<file path="src/rtl/lbvh_pkg.sv">
package lbvh_pkg;

	localparam int MAX_PRIM   = 1024;
	localparam int PRIM_W     = 10;
	localparam int NODE_W     = 11;
	localparam int NODE_DEPTH = 2 ** NODE_W;
	localparam int MORTON_W   = 32;
	localparam int KEY_W      = MORTON_W + PRIM_W;

	typedef logic [PRIM_W-1:0] prim_idx_t;
	typedef logic [NODE_W-1:0] node_idx_t;
	typedef logic [KEY_W-1:0]  key_t;
	typedef logic signed [7:0] delta_t;

	localparam node_idx_t         NO_CHILD    = 11'd2047;
	localparam logic [NODE_W-1:0] NOT_LEAF    = 11'd1024;
	localparam logic signed [31:0] COORD_MAX  = 32'sh7FFF_FFFF;
	localparam logic signed [31:0] COORD_MIN  = 32'sh8000_0000;
	localparam delta_t            DELTA_EDGE  = -8'sd1;
	localparam delta_t            DELTA_EQUAL = 8'sd64;

	localparam logic ACT_LOAD = 1'b0;
	localparam logic ACT_READ = 1'b1;

	typedef struct packed {
		logic signed [31:0] min_x;
		logic signed [31:0] min_y;
		logic signed [31:0] min_z;
		logic signed [31:0] max_x;
		logic signed [31:0] max_y;
		logic signed [31:0] max_z;
	} box_t;

	typedef struct packed {
		prim_idx_t first;
		prim_idx_t last;
		node_idx_t left;
		node_idx_t right;
		prim_idx_t leaf;
		logic      visited;
		box_t      box;
	} node_t;

	typedef struct packed {
		logic first;
		logic last;
		logic left;
		logic right;
		logic leaf;
		logic visited;
		logic box;
	} node_we_t;

endpackage

</file>
<file path="src/rtl/lbvh_delta_unit.sv">
module lbvh_delta_unit (
	input  logic               clk,
	input  lbvh_pkg::key_t     diff,
	output lbvh_pkg::delta_t   delta_s1
);
	import lbvh_pkg::*;

	logic [MORTON_W-1:0] hi;
	logic [PRIM_W-1:0]   lo;
	logic [5:0]          hz;
	logic [3:0]          lz;
	delta_t              delta;

	always_comb begin
		hi = diff[KEY_W-1:PRIM_W];
		lo = diff[PRIM_W-1:0];
		hz = 6'd32;
		for (int b = 0; b < MORTON_W; b++) begin
			if (hi[b]) hz = 6'(MORTON_W - 1 - b);
		end
		lz = 4'd10;
		for (int b = 0; b < PRIM_W; b++) begin
			if (lo[b]) lz = 4'(PRIM_W - 1 - b);
		end
		if (hi != '0) begin
			delta = delta_t'({2'b00, hz});
		end else if (lo != '0) begin
			delta = 8'sd54 + delta_t'({4'd0, lz});
		end else begin
			delta = DELTA_EQUAL;
		end
	end

	always_ff @(posedge clk) begin
		delta_s1 <= delta;
	end

endmodule
</file>
<file path="config.mk">
export PLATFORM = sky130hd
export DESIGN_NAME = lbvh_delta_unit
export DESIGN_NICKNAME = d
export VERILOG_FILES = /design/src/rtl/lbvh_pkg.sv /design/src/rtl/lbvh_delta_unit.sv
export SDC_FILE = /design/constraint.sdc
export NUM_CORES = 1
export LEC_CHECK = 0
export ABC_CLOCK_PERIOD_IN_PS = 4600
export BUFFER_PORTS_ARGS = -buffer_cell sky130_fd_sc_hd__buf_4
export CAP_MARGIN = 20
export CELL_PAD_IN_SITES_DETAIL_PLACEMENT = 1
export CELL_PAD_IN_SITES_GLOBAL_PLACEMENT = 2
export CORE_UTILIZATION = 23
export CTS_BUF_LIST = sky130_fd_sc_hd__clkbuf_8
export DETAILED_ROUTE_END_ITERATION = 8
export PLACE_DENSITY = 0.83
export SLEW_MARGIN = 5
export SYNTH_ARGS = -nofsm -noshare
export SYNTH_HDL_FRONTEND = slang
export SYNTH_SLANG_ARGS = --single-unit
</file>
<file path="constraint.sdc">
create_clock -name clk -period 4.6 [get_ports clk]
set_clock_uncertainty 0.05 [all_clocks]
set_input_delay 0.69 -clock clk [delete_from_list [all_inputs] [get_ports clk]]
set_output_delay 0.69 -clock clk [all_outputs]
set_load 0.01 [all_outputs]
</file>
==> results.toml, run 1 <==
[drt]
drt-initial-drc-count = 6
drc = 0
vias_per_cell = 4.85
drt.antenna.violating_nets = 0
wl_um = 2520
wl_per_cell_um = 12.8
first_pass_iters = 5
vias = 955

[critical_path]
critical_path.max_stage_delay_ns = 0.32
slowest_stage = "or2_2"
start_kind = "primary input"
cp_cell_sequence = "buf_4 -> or2_2 -> a211oi_1 -> o31ai_1 -> ha_1 -> inv_1 -> ha_1 -> nand3_1 -> nand2_1"
cp_data_arrival_time_ns = 2.18
cpMostUsedCell = "ha_1"
critPathMaxFanout = 3
worst-path-buf-inv = 2
cp_top_family = "simple AND/OR/NAND/NOR gates"
worst_setup_path_end_kind = "flop"
path_class = "primary input to flop"
crit_required_ns = 4.66

[finish]
fin_area_um2 = 1220
area_growth_pct = 60.4
final_cell_count_no_fill = 197
largest_reg_flops = 7
layout-drive-gt1-share_pct = 41.8
layout.nets = 199
final_common_cell = "buf_4"
layout_common_cells = "buf_4 (49), nor2_1 (12), nor4_1 (10), inv_1 (10), dfxtp_1 (7)"
diodes = 0
top_register = "delta_s1"
top_regs = "delta_s1: 7 flops"

[floorplan]
rows = 20
dieArea_um2 = 3550
die_w_um = 59.6
coreArea_um2 = 3100
io-pin-count = 51
initial_utilization_pct = 24.6
die_h_um = 59.6

[synthesis]
synth_compound_area_share_pct = 29.9
synth_cell_type_count = 39
syn_area_per_cell_um2 = 7.54
synth_seq_cells = 7
yosys-top-cells-area = "dfxtp_1 (18%), nor4_1 (8.2%), nor2_1 (5.9%)"
syn_area_um2 = 762
yosys.area.top_type = "dfxtp_1"
ys_seq_area_share_pct = 18.4
yosysWarnings = 0
synth_top_cell_area_share_pct = 18.4
synth_top_family_by_area = "simple AND/OR/NAND/NOR gates"
synthMuxAreaShare_pct = 0
synth_edf_count = 0
ys_async_sr_fraction_pct = 0
synthAdderAreaFrac_pct = 3.28
synth-xor-area-share_pct = 0
synth_fp_nets = 146
synthSimpleGateAreaFrac_pct = 42.5
postSynthCellCount = 101
synth_ff_type = "dfxtp_1"

[clock_network]
hold_buffers = 0
cts_buffer_depth = 2
path_clk_slew_ns = 0.04
cts_sinks = 7
cts_made_buffers = 3
cts.htree.levels = 1
tritoncts = "yes"
cts_setup_buffers = 0
cts-resized-gates = 0
cts-root-buf = "clkbuf_8"

[placed_design]
port_buffers = 49
gp_congestion = 0.765
place_area_um2 = 1180
hpwl_um = 2250
placed_cells = 193
place_ws_ns = 2.25

[grt]
grt_max_degree = 6
track_usage_pct = 15.4
grt_pass1_wl_um = 4170
grt_overflow_total = 0
antenna_found_initial = 0
first_global_vias = 989

[run]
drv_cap = 0

[sta]
relSlewSlack_pct = 58.9
maxSlewViolCount = 0
finalSetupViolCount = 0
fin_ws_ns = 2.49
worst_slew_pin_slew_ns = 0.611
rsz0062_at_grt = "no"
max_clock_freq_mhz = 473
period_needed_ns = 2.11
fin_tns_setup_ns = 0
hold_viol_final = 0
post-route-period-util_pct = 46.0

[power_and_ir_drop]
p_leak_nw = 0.557
peakVddDrop_uv = 58.4
power_density_nw_per_um2 = 175

[status]
status = "finished, final reports clean"

[worst_hold_path]
hold-path-cell-count = 2
min-delay-start = "diff[41]"
hp-class = "primary input to flop"
hold_path_end = "delta_s1[0]"
synthesized netlist by cell type (2+ instances only):
cell type and n:
nor3_1 5, a2111oi_0 2, inv_1 9, a211oi_1 2
nor2b_1 3, dfxtp_1 7, nand2b_1 2, nor2_1 12
nand2_1 2, o31ai_1 3, nand3_1 3, a21oi_1 5
or4_1 2, or2_2 4, nor4_1 10, ha_1 2
o21ai_0 6
worst max path at each step:
stage	slack [ns]	end	depth (start not counted)	from
6_report	2.49	delta_s1[3]	9	diff[1]
5_1_grt	2.37	delta_s1[3]	9	diff[1]
4_1_cts	2.48	delta_s1[3]	9	diff[1]
3_5_place_dp	2.25	delta_s1[0]	6	diff[35]
3_3_place_gp	2.26	delta_s1[3]	9	diff[1]
2_1_floorplan	2.55	delta_s1[3]	8	diff[1]
logic make-up after synthesis:
family / count (synthesis)
buffers and inverters: 10
AOI/OAI and AO/OA: 31
DFF: 7
adders and majority gates: 2
and+or+nand+nor: 50
other: 1
routing by layer:
metal	global-route usage (%)	wire [um]	vias up
met1	17.8	1070	436
met3	0.655	75	4
met5	0	0	-
met4	5.98	36	0
li1	-	-	494
met2	29.2	1330	21
cell type report:
class	instances	area [um^2]
clock buffers	3	41.3
clock inverters	1	3.75
fillers	410	1880
inverters	9	33.8
multi-input cells	84	581
flip-flops and latches	7	140
well taps	44	55.1
repair buffers	49	368
metrics by stage:
stage / total power, mW / utilization, % / hold slack [ns]
floorplan: 0.0857 / - / 0.737
global placement: 0.131 / 37.9 / 0.857
detailed placement: 0.133 / 37.9 / 0.868
CTS: 0.217 / 39.4 / 0.627
global route: 0.226 / 39.4 / 0.628
finish: 0.214 / 39.4 / 0.628
where the power goes:
part | switching [mW] | internal (mW) | total [mW]
clock network | 0.0258 | 0.0576 | 0.0834
registers | 0.000406 | 0.0626 | 0.0630
logic | 0.0309 | 0.0371 | 0.0680
total | 0.0572 | 0.157 | 0.214
Note: power is estimated with default switching activity, not from simulation.
==> run 2, diff against run 1 <==
--- a/config.mk
+++ b/config.mk
@@ -5,15 +5,16 @@
 export SDC_FILE = /design/constraint.sdc
 export NUM_CORES = 1
 export LEC_CHECK = 0
-export ABC_CLOCK_PERIOD_IN_PS = 4600
+export ABC_AREA = 1
+export ABC_CLOCK_PERIOD_IN_PS = 2000
 export BUFFER_PORTS_ARGS = -buffer_cell sky130_fd_sc_hd__buf_4
 export CAP_MARGIN = 20
 export CELL_PAD_IN_SITES_DETAIL_PLACEMENT = 1
 export CELL_PAD_IN_SITES_GLOBAL_PLACEMENT = 2
-export CORE_UTILIZATION = 23
+export CORE_UTILIZATION = 18
 export CTS_BUF_LIST = sky130_fd_sc_hd__clkbuf_8
 export DETAILED_ROUTE_END_ITERATION = 8
-export PLACE_DENSITY = 0.83
+export PLACE_DENSITY = 0.76
 export SLEW_MARGIN = 5
 export SYNTH_ARGS = -nofsm -noshare
 export SYNTH_HDL_FRONTEND = slang
==> constraint.sdc (replaced) <==
create_clock -name clk -period 2 [get_ports clk]
set_clock_uncertainty 0.05 [all_clocks]
set_input_delay 0.3 -clock clk [delete_from_list [all_inputs] [get_ports clk]]
set_output_delay 0.3 -clock clk [all_outputs]
set_load 0.01 [all_outputs]
==> run 2 against run 1 <==
Net effect:
- critical path type unchanged
- sequential cell count stayed put
- highest routed layer unchanged
- sequential power is 130% higher
- final area is 5.4% higher
- synthesized cell count is 55% higher
- power increased by 140%
- clock power is 140% higher
- final cell count rose by 34%
- non-clock buffer count is 4 higher
==> results.toml, run 2 <==
[synthesis]
ys_async_sr_fraction_pct = 0
synth_top_cell_area_share_pct = 26.6
postSynthCellCount = 157
ys_seq_area_share_pct = 18.0
synth_common_cells = "nand2_1 (55), inv_1 (35), nor2_1 (27)"
yosysWarnings = 0
yosys-top-cells-area = "nand2_1 (27%), dfxtp_1 (18%), inv_1 (17%)"
synth_fp_nets = 202
syn_area_per_cell_um2 = 4.95
synth_edf_count = 0
synth_seq_cells = 7
synth_ff_type = "dfxtp_1"
syn_area_um2 = 777
synth.most_common_cell = "nand2_1"
yosys.area.top_type = "nand2_1"
synth_cell_type_count = 22

[sta]
hold_viol_final = 0
finalSetupViolCount = 0
maxSlewViolCount = 0
post-route-period-util_pct = 91.9
rsz0062_at_grt = "yes"
period_needed_ns = 1.84
whs_ns = 0.301
max_clock_freq_mhz = 544
fin_ws_ns = 0.163

[critical_path]
cp_data_arrival_time_ns = 1.91
crit_required_ns = 2.07
path_class = "primary input to flop"
worst_setup_path_end_kind = "flop"
cp_top_family = "simple AND/OR/NAND/NOR gates"
critical_path.max_stage_delay_ns = 0.09
slowest_stage = "buf_6"
worst-path-buf-inv = 2
start_kind = "primary input"
critPathMaxFanout = 2
cpMostUsedCell = "nand2_1"

[clock_network]
tritoncts = "yes"
cts_made_buffers = 3
cts_setup_buffers = 0
cts_sinks = 7
cts.htree.levels = 1
cts-root-buf = "clkbuf_8"
hold_buffers = 0
cts-resized-gates = 0
path_clk_slew_ns = 0.04
cts_buffer_depth = 2

[finish]
layout.nets = 259
layout-drive-gt1-share_pct = 29.6
layout_common_cells = "nand2_1 (54), buf_4 (50), inv_1 (35)"
final_common_cell = "nand2_1"
area_growth_pct = 65.9
final_cell_count_no_fill = 263
largest_reg_flops = 7
top_register = "delta_s1"
top_regs = "delta_s1: 7 flops"
diodes = 0

[floorplan]
initial_utilization_pct = 19.0
die_w_um = 67.7
die_h_um = 67.7
rows = 23
io-pin-count = 51
dieArea_um2 = 4580
coreArea_um2 = 4090

[drt]
first_pass_iters = 4
vias = 1058
drc = 0
wl_per_cell_um = 8.47
vias_per_cell = 4.02
wl_um = 2230
drt.antenna.violating_nets = 0
drt-initial-drc-count = 14

[power_and_ir_drop]
p_leak_nw = 0.771
p_total_mw = 0.505
power_density_nw_per_um2 = 392
peakVddDrop_uv = 260

[grt]
grt_max_degree = 5
busiest_layer = "met2"
grt_pass1_wl_um = 3610
antenna_found_initial = 0
gr-usage-met3_pct = 2.53
grtUsageMet2_pct = 17.3
grt_overflow_total = 0
track_usage_pct = 10.5
first_global_vias = 968
use_met1_pct = 12.0

[worst_hold_path]
hold-path-cell-count = 4
min-delay-start = "diff[9]"
hold_path_end = "delta_s1[0]"
hp-class = "primary input to flop"

[placed_design]
place_ws_ns = -0.119
port_buffers = 49
hpwl_um = 2030
placed_cells = 259
gp_congestion = 0.693

[status]
status = "finished, final reports clean"

[run]
drv_cap = 0
-- run 2: cell families after synthesis --
kind of cell,synth area share (%)
adders and majority gates,3.22
buffers and inverters,20.8
and+or+nand+nor,45.3
other,0.483
AOI/OAI and AO/OA,12.2
DFF,18.0
-- run 2: layer usage --
layer | up-vias | routed length (um)
met3 | 4 | 159
met5 | - | 0
li1 | 575 | -
met1 | 448 | 969
met4 | 0 | 42
met2 | 31 | 1060
-- run 2: worst max-delay path by stage --
stage	start	endpoint	cells after the start
floorplan	diff[11]	delta_s1[0]	33
global placement	diff[10]	delta_s1[0]	33
detailed placement	diff[10]	delta_s1[0]	33
CTS	diff[10]	delta_s1[0]	33
global route	diff[10]	delta_s1[0]	33
finish	diff[12]	delta_s1[0]	33
-- run 2: report_power, final --
group	internal, mW	switching (mW)
sequential	0.143	0.000777
clock	0.133	0.0654
combinational	0.0894	0.0730
total	0.366	0.139
-- run 2: through the flow --
stage / setup TNS, ns / instance area (um^2) / utilization, %
2_1_floorplan: 0 / 777 / -
3_3_place_gp: -0.135 / 1230 / 30.1
3_5_place_dp: -0.153 / 1230 / 30.1
4_1_cts: 0 / 1270 / 31.2
5_1_grt: -0.204 / 1290 / 31.5
6_report: 0 / 1290 / 31.5
-- run 2: final cells by class --
type                       count  area [um^2]
clock buffer                   3         41.3
clock inverter                 1         3.75
fill                         576         2800
inverter                      41          154
multi-input combinational    108          478
sequential                     7          140
tap                           50         62.6
timing repair buffer          53          409
==> run 3, diff against run 2 <==
--- a/config.mk
+++ b/config.mk
@@ -5,13 +5,12 @@
 export SDC_FILE = /design/constraint.sdc
 export NUM_CORES = 1
 export LEC_CHECK = 0
-export ABC_AREA = 1
 export ABC_CLOCK_PERIOD_IN_PS = 2000
 export BUFFER_PORTS_ARGS = -buffer_cell sky130_fd_sc_hd__buf_4
 export CAP_MARGIN = 20
 export CELL_PAD_IN_SITES_DETAIL_PLACEMENT = 1
 export CELL_PAD_IN_SITES_GLOBAL_PLACEMENT = 2
-export CORE_UTILIZATION = 18
+export CORE_UTILIZATION = 21
 export CTS_BUF_LIST = sky130_fd_sc_hd__clkbuf_8
 export DETAILED_ROUTE_END_ITERATION = 8
 export PLACE_DENSITY = 0.76
@@ -19,3 +18,4 @@
 export SYNTH_ARGS = -nofsm -noshare
 export SYNTH_HDL_FRONTEND = slang
 export SYNTH_SLANG_ARGS = --single-unit
+export TNS_END_PERCENT = 5
==> run 3 against run 2 <==
Net effect:
- combinational power is essentially flat
- utilization grew 5.9 points
- critical path depth shrank 24
- global-route usage grew 2.8 points
- final cell count shrank 22%
- sequential power is essentially flat
- die area shrank 15%
- highest routed layer unchanged
==> results.toml, run 3 (synthesis results as in run 1) <==
[critical_path]
crit_start = "diff[1]"
cpMostUsedCell = "ha_1"
crit_required_ns = 2.06
path_class = "primary input to flop"
start_kind = "primary input"
worst_setup_path_end_kind = "flop"
slowest_stage = "or2_2"
crit_path_end = "delta_s1[3]"
critPathMaxFanout = 3
critical_path.max_stage_delay_ns = 0.32
cp_cell_sequence = "buf_4 -> or2_2 -> a211oi_1 -> o31ai_1 -> ha_1 -> inv_1 -> ha_1 -> nand3_1 -> nand2_1"
cp_data_arrival_time_ns = 1.76

[finish]
final_cell_count_no_fill = 206
diodes = 0
top_regs = "delta_s1: 7 flops"
layout.nets = 206
fin_area_um2 = 1280
largest_reg_flops = 7
finish.utilization_pct = 37.4
final_common_cell = "buf_4"
top_register = "delta_s1"
area_growth_pct = 67.7
layout-drive-gt1-share_pct = 44.4
layout_common_cells = "buf_4 (56), nor2_1 (12), nor4_1 (10), inv_1 (10), dfxtp_1 (7)"

[placed_design]
place_ws_ns = 0.0839
place_area_um2 = 1230
port_buffers = 49
gp_congestion = 0.752
placed_cells = 202
hpwl_um = 2210

[sta]
post-route-period-util_pct = 85.0
whs_ns = 0.247
period_needed_ns = 1.70
finalSetupViolCount = 0
relSlewSlack_pct = 66.8
max_clock_freq_mhz = 588
fin_ws_ns = 0.300
hold_viol_final = 0
rsz0062_at_grt = "no"
worst_slew_pin_slew_ns = 0.485
fin_tns_setup_ns = 0
maxSlewViolCount = 0

[drt]
vias_per_cell = 4.72
drt-initial-drc-count = 42
drt.antenna.violating_nets = 0
wl_per_cell_um = 12.0
first_pass_iters = 4
drc = 0
vias = 972
wl_um = 2480

[floorplan]
dieArea_um2 = 3870
die_h_um = 62.2
rows = 21
initial_utilization_pct = 22.3
coreArea_um2 = 3420
io-pin-count = 51
die_w_um = 62.2

[worst_hold_path]
hp-class = "primary input to flop"

[grt]
antenna_found_initial = 0
first_global_vias = 984
grt_max_degree = 6
grt_pass1_wl_um = 4170
track_usage_pct = 13.3
grt_overflow_total = 0

[clock_network]
cts_buffer_depth = 2
hold_buffers = 0
cts-resized-gates = 0
cts_sinks = 7
cts-root-buf = "clkbuf_8"
path_clk_slew_ns = 0.04
cts_made_buffers = 3
tritoncts = "yes"
cts.htree.levels = 1
cts_setup_buffers = 0

[run]
drv_cap = 0

[power_and_ir_drop]
power_density_nw_per_um2 = 385
peakVddDrop_uv = 132
p_leak_nw = 0.593
p_total_mw = 0.492

[status]
status = "finished, final reports clean"
-- run 3: cell count changes in the layout (fill, tap and decap cells not counted), sizes merged, moves of 2 or more --
cell	change
nand2	-52
inv	-31
nor2	-14
nor4	+10
or2	+4
buf	+3
nor2b	+3
nor3	+3
or4	+3
a2111oi	+2
a211oi	+2
nand2b	+2
o21ai	+2
-- run 3: area by class of cell --
type	count	area, um^2
fillers	439	2140
multi-input cells	84	581
repair buffers	56	420
flip-flops and latches	7	140
well taps	46	57.6
clock buffers	3	41.3
inverters	9	33.8
clock inverters	1	3.75
-- run 3: layer usage --
metal,global-route usage [%],up-vias,wire length [um]
li1,-,511,-
met1,16.2,435,1100
met2,23.1,22,1260
met3,1.65,4,80
met4,6.10,0,34
met5,0,-,0
-- run 3: worst min path at each step --
stage	from	to	slack [ns]	depth (start not counted)
final	diff[41]	delta_s1[0]	0.25	2
after global routing	diff[41]	delta_s1[0]	0.26	2
after CTS	diff[41]	delta_s1[0]	0.25	2
after detailed placement	diff[41]	delta_s1[0]	0.48	2
after global placement	diff[41]	delta_s1[0]	0.48	2
after floorplan	diff[41]	delta_s1[0]	0.35	1
-- run 3: worst max-delay path: cells and delay by family --
kind,cells,cell delay [ns]
adders and majority gates,2,0.44
AOI/OAI and AO/OA,2,0.41
buffers and inverters,2,0.16
and+or+nand+nor,3,0.45
-- run 3: power breakdown --
part,internal [mW],switching [mW]
Clock,0.132,0.0532
Combinational,0.0896,0.0725
Sequential,0.144,0.000843
Total,0.366,0.126
